==> config.mk <==
export PLATFORM = sky130hd
export DESIGN_NAME = cthm_cell
export DESIGN_NICKNAME = d
export VERILOG_FILES = /design/src/rtl/cthm_pkg.sv /design/src/rtl/cthm_cell.sv
export SDC_FILE = /design/constraint.sdc
export NUM_CORES = 1
export LEC_CHECK = 0
export BUFFER_PORTS_ARGS = -buffer_cell sky130_fd_sc_hd__buf_2
export CAP_MARGIN = 20
export CORE_ASPECT_RATIO = 0.8
export CORE_MARGIN = 1
export CORE_UTILIZATION = 45
export DETAILED_ROUTE_END_ITERATION = 8
export PLACE_DENSITY = 0.73
export SYNTH_ARGS = -nofsm -noshare
export SYNTH_HDL_FRONTEND = slang
export SYNTH_SLANG_ARGS = --single-unit
==> constraint.sdc <==
create_clock -name clk -period 4.3 [get_ports clk]
set_input_delay 0.43 -clock clk [delete_from_list [all_inputs] [get_ports clk]]
set_output_delay 0.43 -clock clk [all_outputs]
set_load 0.01 [all_outputs]
==> src/rtl/cthm_pkg.sv <==
// Shared widths, payload types and the saturating adder for the tower hit merger.
`timescale 1ns / 1ps
`default_nettype none
package cthm_pkg;

	localparam int CAL_W      = 2;
	localparam int ETA_W      = 8;
	localparam int PHI_W      = 10;
	localparam int E_W        = 24;
	localparam int SUM_W      = 32;
	localparam int NUM_REGS   = 4;
	localparam int CFG_IDX_W  = 2;
	localparam logic [PHI_W-1:0] HALF_RESET = PHI_W'(16);

	localparam int MAX_GROUPS_DEF = 64;
	localparam int NUM_CALS_DEF   = 4;

	// Hit token travelling down the chain.
	typedef struct packed {
		logic             vld;   // a hit occupies this slot
		logic             live;  // not yet absorbed by any cell
		logic             last;  // final hit of the event
		logic [CAL_W-1:0] cal;
		logic [ETA_W-1:0] eta;
		logic             upper;
		logic [E_W-1:0]   em;
		logic [E_W-1:0]   had;
		logic [E_W-1:0]   mn;
	} tok_t;

	// Group held by one cell.
	typedef struct packed {
		logic             valid;
		logic [CAL_W-1:0] cal;
		logic [ETA_W-1:0] eta;
		logic             upper;
		logic [SUM_W-1:0] em_sum;
		logic [SUM_W-1:0] had_sum;
		logic [SUM_W-1:0] min_sum;
	} grp_t;

	function automatic logic [SUM_W-1:0] sat_add(input logic [SUM_W-1:0] a,
		input logic [E_W-1:0] b);
		logic [SUM_W:0] s;
		s = {1'b0, a} + {{(SUM_W-E_W+1){1'b0}}, b};
		return s[SUM_W] ? {SUM_W{1'b1}} : s[SUM_W-1:0];
	endfunction

endpackage
`default_nettype wire

==> src/rtl/cthm_cell.sv <==
// One group cell: matches or claims the passing hit token, shifts toward the output at readout.
`timescale 1ns / 1ps
`default_nettype none
module cthm_cell (
	input  wire logic           clk,
	input  wire logic           arst_n,
	input  wire cthm_pkg::tok_t tok_in,
	output cthm_pkg::tok_t      tok_out,
	input  wire logic           shift,
	input  wire cthm_pkg::grp_t grp_right,
	output cthm_pkg::grp_t      grp
);

	cthm_pkg::tok_t tok_q;
	cthm_pkg::tok_t tok_nxt;
	cthm_pkg::grp_t grp_q;
	logic           match;
	logic           claim;

	assign match = tok_in.live && grp_q.valid && (grp_q.cal == tok_in.cal) &&
		(grp_q.eta == tok_in.eta) && (grp_q.upper == tok_in.upper);
	// cells fill in order, so the first empty cell a hit reaches is the next free slot
	assign claim = tok_in.live && !grp_q.valid;

	// Pass the token on; it stays live only if this cell neither joined nor claimed it.
	always_comb begin
		tok_nxt      = tok_in;
		tok_nxt.live = tok_in.live && !match && !claim;
	end

	always_ff @(posedge clk or negedge arst_n) begin
		if (!arst_n) begin
			tok_q <= '0;
			grp_q <= '0;
		end else begin
			tok_q <= tok_nxt;
			if (shift) begin
				grp_q <= grp_right;
			end else if (match) begin
				grp_q.em_sum  <= cthm_pkg::sat_add(grp_q.em_sum, tok_in.em);
				grp_q.had_sum <= cthm_pkg::sat_add(grp_q.had_sum, tok_in.had);
				grp_q.min_sum <= cthm_pkg::sat_add(grp_q.min_sum, tok_in.mn);
			end else if (claim) begin
				grp_q.valid   <= 1'b1;
				grp_q.cal     <= tok_in.cal;
				grp_q.eta     <= tok_in.eta;
				grp_q.upper   <= tok_in.upper;
				grp_q.em_sum  <= {{(cthm_pkg::SUM_W-cthm_pkg::E_W){1'b0}}, tok_in.em};
				grp_q.had_sum <= {{(cthm_pkg::SUM_W-cthm_pkg::E_W){1'b0}}, tok_in.had};
				grp_q.min_sum <= {{(cthm_pkg::SUM_W-cthm_pkg::E_W){1'b0}}, tok_in.mn};
			end
		end
	end

	assign tok_out = tok_q;
	assign grp     = grp_q;

endmodule
`default_nettype wire

==> impl_summary.txt, run 1 <==
----------------------------------------------------
[Status]
  Outcome ... complete, no violations

[Timing]
  Final critical path time including I/O delays and setup ... 3.578 ns
  Number of failing setup endpoints in the final timing report ... 0
  Final hold violation count ... 0
  Maximum clock frequency ... 0.2795 GHz
  Setup TNS ... 0 ns
  Final Max Slew Viols ... 0
  Post-Route Skew ... 0.01217 ns
  Slew of the pin with the lowest slew margin ... 0.9017 ns
  Worst slew margin ... 0.3989
  PnR worst setup slack ... 0.7219 ns
  RSZ-0062 raised after global routing ... no
  Final worst-path cycle share ... 0.8321

[Global routing]
  Aggregate global-route resource usage ... 0.2832
  Antenna violations before repair ... 3
  Largest net degree at the start of global routing ... 103
  Global-route wire length before repair ... 58.93 mm
  Vias in the first global route ... 10780
  Gr ovfl total ... 0

[Critical path]
  Critical path peak fanout ... 20
  Critical Path RT ... 4.62 ns
  Arrival time of data at the critical path endpoint ... 3.90 ns
  Setup slack on the worst flop-to-flop path ... 0.72 ns
  Launching element type of the critical path ... flip-flop
  Start-to-end type of the worst setup path ... flip-flop to flip-flop
  Critical Path End Type ... flip-flop

[Power]
  Peak ir drop on the vdd network ... 0.2631 mV
  Overall Power ... 0.005315 W
  Leakage power figure ... 7.184 nW
  P per Cell Area ... 366.0 mW/mm^2

[Synth]
  Most common cell in the netlist ... sky130_fd_sc_hd__dfrtp_1
  Mux contribution to synthesized area ... 0.04276
  Synthesized-area fraction occupied by xor and xnor cells ... 0.05490
  Number of nets in the synthesized netlist ... 1511
  Synthesized-area fraction occupied by ao, oa, aoi and oai cells ... 0.2424
  Cell taking the most area after synthesis ... sky130_fd_sc_hd__dfrtp_1
  Count of distinct cell types in the synthesized netlist ... 79
  Total of warnings raised by yosys ... 0
  Share of synthesized registers carrying an async set or reset ... 1.000
  Adder and majority cell fraction of the synthesized area ... 0.08251
  Synth Flop Type ... sky130_fd_sc_hd__dfrtp_1
  Main combinational cell family by area after synthesis ... compound AO/OA/AOI/OAI gates
  Number of synthesized flops with an enable pin ... 0
  Leading cell types by total area after synthesis ... sky130_fd_sc_hd__dfrtp_1 (42%), sky130_fd_sc_hd__ha_1 (7.7%), sky130_fd_sc_hd__a21oi_1 (6.5%), sky130_fd_sc_hd__mux2i_1 (3.7%), sky130_fd_sc_hd__o21ai_0 (3.6%)
  Post-Synthesis Cells ... 1239
  Fraction of the yosys area taken by sequential cells ... 0.4168
  #FFs+latches synth ... 194
  Ranking of synthesized cells by instance count ... sky130_fd_sc_hd__dfrtp_1 (194), sky130_fd_sc_hd__a21oi_1 (151), sky130_fd_sc_hd__nand2_1 (105)
  Mean instance size in the synthesized netlist ... 9.400 sq um
  Fraction of synthesized cell area taken by the top area cell type ... 0.4168
  Share of synthesized cell area in and, or, nand and nor gates ... 0.1352
  Post-Synthesis Cell Area ... 0.01165 sq mm

[Detailed routing]
  Via density per instance ... 5.844
  Detailed-route via count ... 11370
  Wire length after detailed routing ... 37.90 mm
  Initial DRT Pass Iterations ... 5
  Final ANT Viol Nets ... 0
  Detailed-route DRC error count ... 0
  Iter 0 DRT Violations ... 913
  Routed WL per cell ... 19.48 microns

[Placed design]
  Worst slack at placement ... 0.6013 ns
  Instance area at placement ... 0.01394 sq mm
  Placer congestion estimate ... 0.9242
  Post-DP HPWL ... 27.75 mm
  Count of buffers inserted at the top-level ports ... 390

[Floorplanning]
  Chip Height ... 145.9 microns
  Number of rows created at floorplan ... 52
  Die area ... 0.02653 sq mm
  Die Wd ... 181.9 microns
  Initial Util ... 0.4590
  Num ports ... 391
  Standard cell core area ... 0.02537 sq mm

[Clock network]
  H-Tree Level Count ... 4
  TritonCTS clock tree ... built
  Post_cts resized ... 0
  Number of buffers created by CTS ... 17
  Number of sinks handled by clock tree synthesis ... 194
  Root buffer cell ... sky130_fd_sc_hd__clkbuf_16
  Number of buffers inserted to repair setup after CTS ... 0
  Longest Clk Path Bufs ... 2
  Source-to-sink clock delay at the later pin of the worst-skew pair ... 0.45 ns
  Reg clk slew, reported paths ... 0.07 ns
  Post-CTS Hold Fix Bufs ... 0

[Worst hold path]
  Hold Crit Class ... input port to asynchronous set/reset pin

[Finish]
  Finished layout cell area ... 0.01452 sq mm
  Final layout net count ... 1878
  Share of cells above drive strength 1 ... 0.2897
  Syn-to-layout area delta ... 24.70%

[Flow run]
  Max Cap Violations ... 0

----------------------------------------------------
[flip-flops by register name, summed over array words and instances (netlist names)]
signal,count
tok_out,86
grp,108
[per-layer routing]
layer / global-route usage / up-vias / wire length (microns)
met5: 0 / - / 18
met4: 0.08824 / 2 / 771
met3: 0.05531 / 57 / 2703
met2: 0.4444 / 497 / 17510
met1: 0.3949 / 5482 / 16900
li1: - / 5335 / -
[worst paths after layout]
path                               end  cells past startpoint        from
max                            grp[65]                     11     grp[64]
min                           grp[104]                      1      arst_n
max reg2reg                    grp[65]                     11     grp[64]
min reg2reg                    grp[27]                      1     grp[27]
max in group asynchronous  tok_out[51]                      2      arst_n
min in group clk           tok_out[85]                      1  tok_in[85]
[per-stage QoR]
step	hold slack, ns	utilization	cells
3_3_place_gp	0.5044	0.5493	1911
2_1_floorplan	0.1344	-	1239
6_report	0.06800	0.5723	1946
3_5_place_dp	0.5093	0.5493	1911
5_1_grt	0.06017	0.5722	1945
4_1_cts	0.05930	0.5720	1943
[critical path: stages (launching register included)]
cell	delay (ns)
sky130_fd_sc_hd__dfrtp_1	0.41
sky130_fd_sc_hd__ha_1	0.24
sky130_fd_sc_hd__fa_1	0.44
sky130_fd_sc_hd__a211oi_1	0.33
sky130_fd_sc_hd__nor4_1	0.15
sky130_fd_sc_hd__o21ai_1	0.19
sky130_fd_sc_hd__a21boi_0	0.13
sky130_fd_sc_hd__o311a_1	0.40
sky130_fd_sc_hd__o21ai_2	0.16
sky130_fd_sc_hd__nand2_1	0.51
sky130_fd_sc_hd__o21ai_0	0.39
sky130_fd_sc_hd__a21oi_1	0.10
[power by group]
group | switching (W) | leakage [nW] | internal [W]
sequential | 0.000121 | 2.30 | 0.00197
clock | 0.000802 | 0.282 | 0.000795
combinational | 0.000943 | 4.60 | 0.000684
total | 0.00187 | 7.18 | 0.00345
[kinds of logic (layout without fill, tap and decap cells)]
kind of cell | Yosys count | after routing
AO/OA/AOI/OAI | 434 | 434
XOR/XNOR | 73 | 73
adder cells (fa/ha/maj) | 75 | 75
buffers and inverters | 76 | 456
flip-flops | 194 | 194
multiplexers | 49 | 49
other | 0 | 3
AND/OR/NAND/NOR | 338 | 338
[placed cells by master, fill, tap and decap left out, types with 11 or more instances in the layout]
cell	netlist	final
sky130_fd_sc_hd__a221o_1	12	12
sky130_fd_sc_hd__a31oi_1	13	13
sky130_fd_sc_hd__inv_1	19	19
sky130_fd_sc_hd__o21bai_1	11	11
sky130_fd_sc_hd__a22oi_1	19	19
sky130_fd_sc_hd__nand2_1	105	105
sky130_fd_sc_hd__nand2b_1	13	12
sky130_fd_sc_hd__nor2_1	94	92
sky130_fd_sc_hd__o221ai_1	12	12
sky130_fd_sc_hd__ha_1	72	72
sky130_fd_sc_hd__xor2_1	40	40
sky130_fd_sc_hd__buf_4	0	15
sky130_fd_sc_hd__o21ai_0	84	84
sky130_fd_sc_hd__nor3_1	35	35
sky130_fd_sc_hd__dfrtp_1	194	194
sky130_fd_sc_hd__a21o_1	34	34
sky130_fd_sc_hd__xnor2_1	33	33
sky130_fd_sc_hd__buf_2	9	388
sky130_fd_sc_hd__mux2i_1	43	43
sky130_fd_sc_hd__a21oi_1	151	151
sky130_fd_sc_hd__nand3_1	25	24
sky130_fd_sc_hd__and3_1	19	18
sky130_fd_sc_hd__a211oi_1	12	11
sky130_fd_sc_hd__clkbuf_16	0	17
[layout make-up]
| cell class | count | area (sq um) |
|---|---|---|
| well taps | 324 | 405.4 |
| clock inverters | 13 | 123.9 |
| fillers | 2296 | 10850 |
| diodes | 3 | 7.507 |
| repair buffers | 405 | 2088 |
| flip-flops and latches | 194 | 4855 |
| multi-input cells | 969 | 6519 |
| clock buffers | 19 | 452.9 |
| inverters | 19 | 71.32 |
No activity file was read; power rests on OpenSTA's default activity.
==> run 2, diff against run 1 <==
- PLACE_DENSITY: 0.73 -> 0.75
- clock period: 4.3 -> 3.05 ns (I/O delays scaled with it)
==> run 2 against run 1 <==
Worst setup slack worse by 0.63 ns. Wire length is 6.2% higher. Clock-buffer cell count stayed put. Hold slack worse by 0.049 ns. Via count is 5.5% higher. Sequential cell count stayed put. Utilization is 4.4 points higher. Non-clock buffer count is 105 higher. Combinational power is 53% higher. Clock power is 39% higher. Register-to-register slack worse by 0.62 ns. Largest power group unchanged.
==> impl_summary.txt, run 2 (synthesis results as in run 1) <==
----------------------------------------------------
[Critical path]
  Critical Path RT ... 3.39 ns (-1.23 ns)
  Cell mode on critical path ... sky130_fd_sc_hd__a41o_1
  Largest stage delay on the critical path ... 0.54 ns (+0.03 ns)
  Start-to-end type of the worst setup path ... input port to flip-flop
  Cells along the critical path ... dlygate4sd3_1, buf_2, ha_1, buf_4, a211oi_2, o211ai_2, a41o_1, a41o_1, a2111oi_4, a311oi_4, and4_4, o41ai_2
  Launching element type of the critical path ... input port
  Cell type of the slowest stage on the worst timing path ... sky130_fd_sc_hd__dlygate4sd3_1
  Critical Path End Type ... flip-flop
  Critical path peak fanout ... 7 (-65%)
  Arrival time of data at the critical path endpoint ... 3.30 ns (-0.60 ns)

[Flow run]
  Max Cap Violations ... 0 (unchanged)

[Floorplanning]
  Num ports ... 391 (unchanged)
  Standard cell core area ... 0.02537 sq mm (unchanged)
  Die Wd ... 181.9 microns (unchanged)
  Initial Util ... 0.4590 (unchanged)
  Chip Height ... 145.9 microns (unchanged)
  Die area ... 0.02653 sq mm (unchanged)
  Number of rows created at floorplan ... 52 (unchanged)

[Worst hold path]
  Hold Crit Class ... input port to flip-flop

[Detailed routing]
  Via density per instance ... 5.858 (+0.23%)
  Detailed-route via count ... 12000 (+5.5%)
  Routed WL per cell ... 19.66 microns (+0.92%)
  Iter 0 DRT Violations ... 1138 (+25%)
  Detailed-route DRC error count ... 0 (unchanged)
  Wire length after detailed routing ... 40.26 mm (+6.2%)
  Initial DRT Pass Iterations ... 6 (+1)
  Final ANT Viol Nets ... 0 (unchanged)

[Power]
  Leakage power figure ... 7.666 nW (+6.7%)
  Peak ir drop on the vdd network ... 0.3520 mV (+34%)
  Overall Power ... 0.007680 W (+44%)
  P per Cell Area ... 490.8 mW/mm^2 (+34%)

[Global routing]
  Gr ovfl total ... 0 (unchanged)
  Aggregate global-route resource usage ... 0.3027 (+0.01953)
  Global-route wire length before repair ... 63.29 mm (+7.4%)
  Antenna violations before repair ... 1 (-2)
  Vias in the first global route ... 11780 (+9.3%)
  Largest net degree at the start of global routing ... 77 (-25%)

[Timing]
  Final hold violation count ... 0 (unchanged)
  Setup TNS ... 0 ns (unchanged)
  Maximum clock frequency ... 0.3377 GHz
  Final Max Slew Viols ... 0 (unchanged)
  Final critical path time including I/O delays and setup ... 2.961 ns
  Slew of the pin with the lowest slew margin ... 0.7667 ns (-0.1350 ns)
  Worst slew margin ... 0.4889 (+0.08998)
  Post-Route Skew ... 0.01695 ns (+0.004778 ns)
  Final worst-path cycle share ... 0.9709
  Number of failing setup endpoints in the final timing report ... 0 (unchanged)

[Finish]
  Most common library cell in the layout ignoring fill and taps ... sky130_fd_sc_hd__buf_2
  Syn-to-layout area delta ... 34.36%
  Final layout net count ... 1983 (+5.6%)
  Area of all sequential standard cells ... 0.004855 sq mm (unchanged)
  Finished layout cell area ... 0.01565 sq mm (+7.7%)
  Share of cells above drive strength 1 ... 0.3010 (+0.01136)
  Flip-flop count of the largest register after layout ... 108 (unchanged)
  Commonest cells after routing, fill and taps aside ... sky130_fd_sc_hd__buf_2 (388), sky130_fd_sc_hd__dfrtp_1 (194), sky130_fd_sc_hd__a21oi_1 (146)
  Area used by multi-input combinational logic ... 0.006643 sq mm (+1.9%)
  FILL cells ... 2121 (-7.6%)
  Antenna cell count ... 0 (-3)
  Fraction of the core area covered by cells at the end of the flow ... 0.6167 (+0.04433)

[Clock network]
  TritonCTS clock tree ... built
  H-Tree Level Count ... 4 (unchanged)
  Reg clk slew, reported paths ... 0.08 ns (about the same)
  Number of buffers created by CTS ... 17 (unchanged)
  Number of sinks handled by clock tree synthesis ... 194 (unchanged)
  Longest Clk Path Bufs ... 2 (unchanged)
  Root buffer cell ... sky130_fd_sc_hd__clkbuf_16
  Source-to-sink clock delay at the later pin of the worst-skew pair ... 0.45 ns (about the same)

[Placed design]
  Post-DP HPWL ... 28.89 mm (+4.1%)
  Count of buffers inserted at the top-level ports ... 390 (unchanged)
  Placer congestion estimate ... 0.9705 (+5.0%)
  Instance area at placement ... 0.01424 sq mm (+2.2%)

[Status]
  Outcome ... complete, no violations

----------------------------------------------------
run 2: repair_timing:
action,4_1_cts,5_1_grt
hold buffers,72,0
endpoints found under the hold margin,141,0
gates resized for setup,1,29
setup endpoints to repair,8,85
pin swaps,0,10
gates cloned,0,0
buffers inserted,0,2
run 2: worst paths after layout:
kind / from / slack (ns) / depth (start not counted) / end
min reg2reg: grp[27] / 0.52 / 1 / grp[27]
min in group asynchronous: arst_n / 0.45 / 2 / grp[96]
max in group asynchronous: arst_n / 1.76 / 3 / grp[94]
max reg2reg: grp[32] / 0.10 / 11 / grp[60]
max: tok_in[0] / 0.09 / 12 / grp[29]
min: tok_in[45] / 0.02 / 1 / tok_out[45]
run 2: area by class of cell:
cell class | count | area share
Multi-Input combinational cell | 969 | 0.4245
Sequential cell | 194 | 0.3103
Timing Repair Buffer | 510 | 0.1993
Clock buffer | 19 | 0.02767
Inverter | 19 | 0.004558
Tap cell | 324 | 0.02591
Clock inverter | 13 | 0.007756
run 2: critical path, delay by kind of cell:
family / cells / cell delay [ns]
buf+inv: 3 / 0.83
fa+ha+maj: 1 / 0.24
compound gates: 7 / 1.68
simple gates: 1 / 0.24
run 2: per-stage QoR:
step,std cells,worst slack (ns),hold WS (ns)
after CTS,2046,-0.01141,0.003221
final,2048,0.08882,0.01942
after detailed placement,1942,-0.03627,0.3756
after global placement,1942,0.02142,0.3578
after floorplan,1239,0.1319,0.009409
after global routing,2048,-0.007935,0.008713
run 2: power by group:
| part | internal, W | leakage (nW) | total, W | switching (W) |
|---|---|---|---|---|
| Clock | 0.00108 | 0.266 | 0.00223 | 0.00115 |
| Combinational | 0.00110 | 5.10 | 0.00250 | 0.00140 |
| Sequential | 0.00278 | 2.30 | 0.00295 | 0.000176 |
run 2: routing by layer:
metal,part of all wire,up-vias,global-route usage
met5,0.00032,-,0
met3,0.085,80,0.05631
met1,0.42,5752,0.4102
li1,-,5534,-
met2,0.47,629,0.4894
met4,0.024,2,0.09874
==> run 3, diff against run 2 <==
- CTS_BUF_LIST: unset -> sky130_fd_sc_hd__clkbuf_4 sky130_fd_sc_hd__clkbuf_8
- REMOVE_ABC_BUFFERS: unset -> 1
==> run 3 against run 2 <==
First-iteration DRC count is 29% lower. Clock-buffer cell count is 1 lower. Utilization is 0.60 points higher. Combinational power hardly changed. Clock power is 17% lower. Total power is 4.5% lower. Sequential power hardly changed. Maximum frequency is 0.15% lower. Critical path depth is 1 lower. Sequential cell count stayed put. Register-to-register slack better by 0.07 ns.
==> impl_summary.txt, run 3 (synthesis results as in run 1) <==
----------------------------------------------------
[Placed design]
  Instance area at placement ... 0.01423 sq mm (about the same)
  Cell Count Post-Placement ... 1942 (unchanged)
  Post-DP HPWL ... 28.58 mm (-1.1%)
  Placer congestion estimate ... 0.9251 (-4.7%)
  Worst slack at placement ... -0.09520 ns (-0.05893 ns)
  Count of buffers inserted at the top-level ports ... 390 (unchanged)

[Status]
  Outcome ... complete, no violations

[Critical path]
  Arrival time of data at the critical path endpoint ... 3.34 ns (+0.04 ns)
  Critical Path RT ... 3.42 ns (+0.03 ns)
  Endpoint of the worst register-to-register path ... grp[60]
  Critical path peak fanout ... 7 (unchanged)
  Reg-to-reg startpoint ... grp[32]
  Setup slack on the worst flop-to-flop path ... 0.17 ns (+0.07 ns)
  Critical Path End Type ... flip-flop
  Start-to-end type of the worst setup path ... input port to flip-flop
  Launching element type of the critical path ... input port
  Depth of the most critical reg-to-reg path ... 12 (+1)

[Clock network]
  Longest Clk Path Bufs ... 2 (unchanged)
  H-Tree Level Count ... 4 (unchanged)
  Number of buffers created by CTS ... 17 (unchanged)
  Root buffer cell ... sky130_fd_sc_hd__clkbuf_8
  Source-to-sink clock delay at the later pin of the worst-skew pair ... 0.48 ns (+0.03 ns)
  TritonCTS clock tree ... built
  Reg clk slew, reported paths ... 0.10 ns (+0.02 ns)
  Number of sinks handled by clock tree synthesis ... 194 (unchanged)

[Global routing]
  Global-route wire length before repair ... 61.80 mm (-2.4%)
  Met1 capacity usage during global routing ... 0.3979 (-0.01228)
  Routing layer with the top usage in global route ... met2
  Aggregate global-route resource usage ... 0.2954 (-0.007316)
  Largest net degree at the start of global routing ... 62 (-19%)
  Vias in the first global route ... 11610 (-1.5%)
  Antenna violations before repair ... 3 (+2)
  GR Util met3 ... 0.04580 (-0.01051)
  Met2 routing resource usage after global routing ... 0.4862 (-0.003269)
  Gr ovfl total ... 0 (unchanged)

[Timing]
  Number of failing setup endpoints in the final timing report ... 0 (unchanged)
  Maximum clock frequency ... 0.3372 GHz (-0.15%)
  Worst slew margin ... 0.3433 (-0.1456)
  Final Max Slew Viols ... 0 (unchanged)
  Final worst-path cycle share ... 0.9724 (+0.001494)
  PnR worst setup slack ... 0.08427 ns (-0.004557 ns)
  Slew of the pin with the lowest slew margin ... 0.9851 ns (+0.2183 ns)
  Final hold violation count ... 0 (unchanged)
  Worst hold margin ... 0.03162 ns (+0.01220 ns)
  Post-Route Skew ... 0.01585 ns (-0.001102 ns)
  Final critical path time including I/O delays and setup ... 2.966 ns (+0.004557 ns)

[Floorplanning]
  Die Wd ... 181.9 microns (unchanged)
  Num ports ... 391 (unchanged)
  Chip Height ... 145.9 microns (unchanged)
  Number of rows created at floorplan ... 52 (unchanged)
  Standard cell core area ... 0.02537 sq mm (unchanged)
  Die area ... 0.02653 sq mm (unchanged)
  Initial Util ... 0.4590 (unchanged)

[Power]
  Peak ir drop on the vdd network ... 0.3846 mV (+9.3%)
  P per Cell Area ... 464.2 mW/mm^2 (-5.4%)
  Overall Power ... 0.007335 W (-4.5%)
  Leakage power figure ... 7.700 nW (+0.45%)

[Worst hold path]
  Endpoint of the worst hold-timing path ... grp[58]
  Hold Path Stages ... 3 (+2)
  HP Start ... grp_right[58]
  Hold Crit Class ... input port to flip-flop

[Detailed routing]
  Iter 0 DRT Violations ... 807 (-29%)
  Initial DRT Pass Iterations ... 5 (-1)
  Wire length after detailed routing ... 39.78 mm (-1.2%)
  Routed WL per cell ... 19.20 microns (-2.3%)
  Detailed-route via count ... 11920 (-0.67%)
  Final ANT Viol Nets ... 0 (unchanged)
  Detailed-route DRC error count ... 0 (unchanged)
  Via density per instance ... 5.751 (-1.8%)

[Finish]
  Finished layout cell area ... 0.01580 sq mm (+0.98%)
  Flip-flop count of the largest register after layout ... 108 (unchanged)
  Final layout net count ... 2005 (+1.1%)
  Syn-to-layout area delta ... 35.67%
  Finished Layout Cells ... 2072 (+1.2%)
  Commonest cells after routing, fill and taps aside ... sky130_fd_sc_hd__buf_2 (388), sky130_fd_sc_hd__dfrtp_1 (194), sky130_fd_sc_hd__a21oi_1 (146)
  Share of cells above drive strength 1 ... 0.3026 (+0.001535)
  Most common library cell in the layout ignoring fill and taps ... sky130_fd_sc_hd__buf_2

[Flow run]
  Max Cap Violations ... 0 (unchanged)

----------------------------------------------------
==> run 3: per-layer routing <==
layer | routed length, microns | vias up
met4 | 1058 | 0
met5 | 0 | -
met2 | 18720 | 561
li1 | - | 5583
met3 | 2611 | 76
met1 | 17390 | 5697
==> run 3: worst max-delay path by stage <==
stage / depth (start not counted) / from / to / slack, ns
3_5_place_dp: 13 / tok_in[48] / grp[92] / -0.1
5_1_grt: 12 / tok_in[7] / grp[22] / -0.03
6_report: 11 / tok_in[1] / grp[29] / 0.08
4_1_cts: 12 / grp[32] / grp[60] / 0.008
3_3_place_gp: 12 / tok_in[48] / grp[90] / -0.07
2_1_floorplan: 6 / grp[107] / grp[71] / -2.20
==> run 3: what timing repair did <==
| item | 4_1_cts | 5_1_grt |
|---|---|---|
| pin swaps | 0 | 12 |
| endpoints found under the setup margin | 15 | 88 |
| hold buffers | 94 | 1 |
| hold endpoints to repair | 150 | 1 |
| gates resized for setup | 3 | 41 |
| setup buffers | 0 | 1 |
==> run 3: where the power goes <==
group,internal (W),switching [W],total [W]
logic,0.00112,0.00141,0.00253
registers,0.00278,0.000172,0.00295
clock network,0.000835,0.00102,0.00186
==> run 3: critical path: stages <==
cell and delay [ns]:
sky130_fd_sc_hd__dlygate4sd3_1 0.53, sky130_fd_sc_hd__buf_2 0.16, sky130_fd_sc_hd__ha_1 0.32, sky130_fd_sc_hd__a211oi_2 0.29, sky130_fd_sc_hd__o211ai_2 0.15, sky130_fd_sc_hd__a41o_1 0.29
sky130_fd_sc_hd__a41o_1 0.29, sky130_fd_sc_hd__a2111oi_4 0.38, sky130_fd_sc_hd__a311oi_4 0.11, sky130_fd_sc_hd__and4_4 0.24, sky130_fd_sc_hd__o41ai_2 0.26
==> run 3: area by class of cell <==
type,instances,area (sq um)
repair buffers,532,3329
multi-input cells,969,6716
fillers,2163,9574
clock inverters,13,173.9
flip-flops and latches,194,4855
clock buffers,18,241.5
well taps,324,405.4
diodes,3,7.507
inverters,19,71.32
==> run 3: metrics by stage <==
stage | utilization | setup TNS, ns
global placement | 0.5607 | -0.2044
CTS | 0.6147 | 0
finish | 0.6227 | 0
global route | 0.6227 | -0.1732
floorplan | - | -93.45
detailed placement | 0.5607 | -0.8425
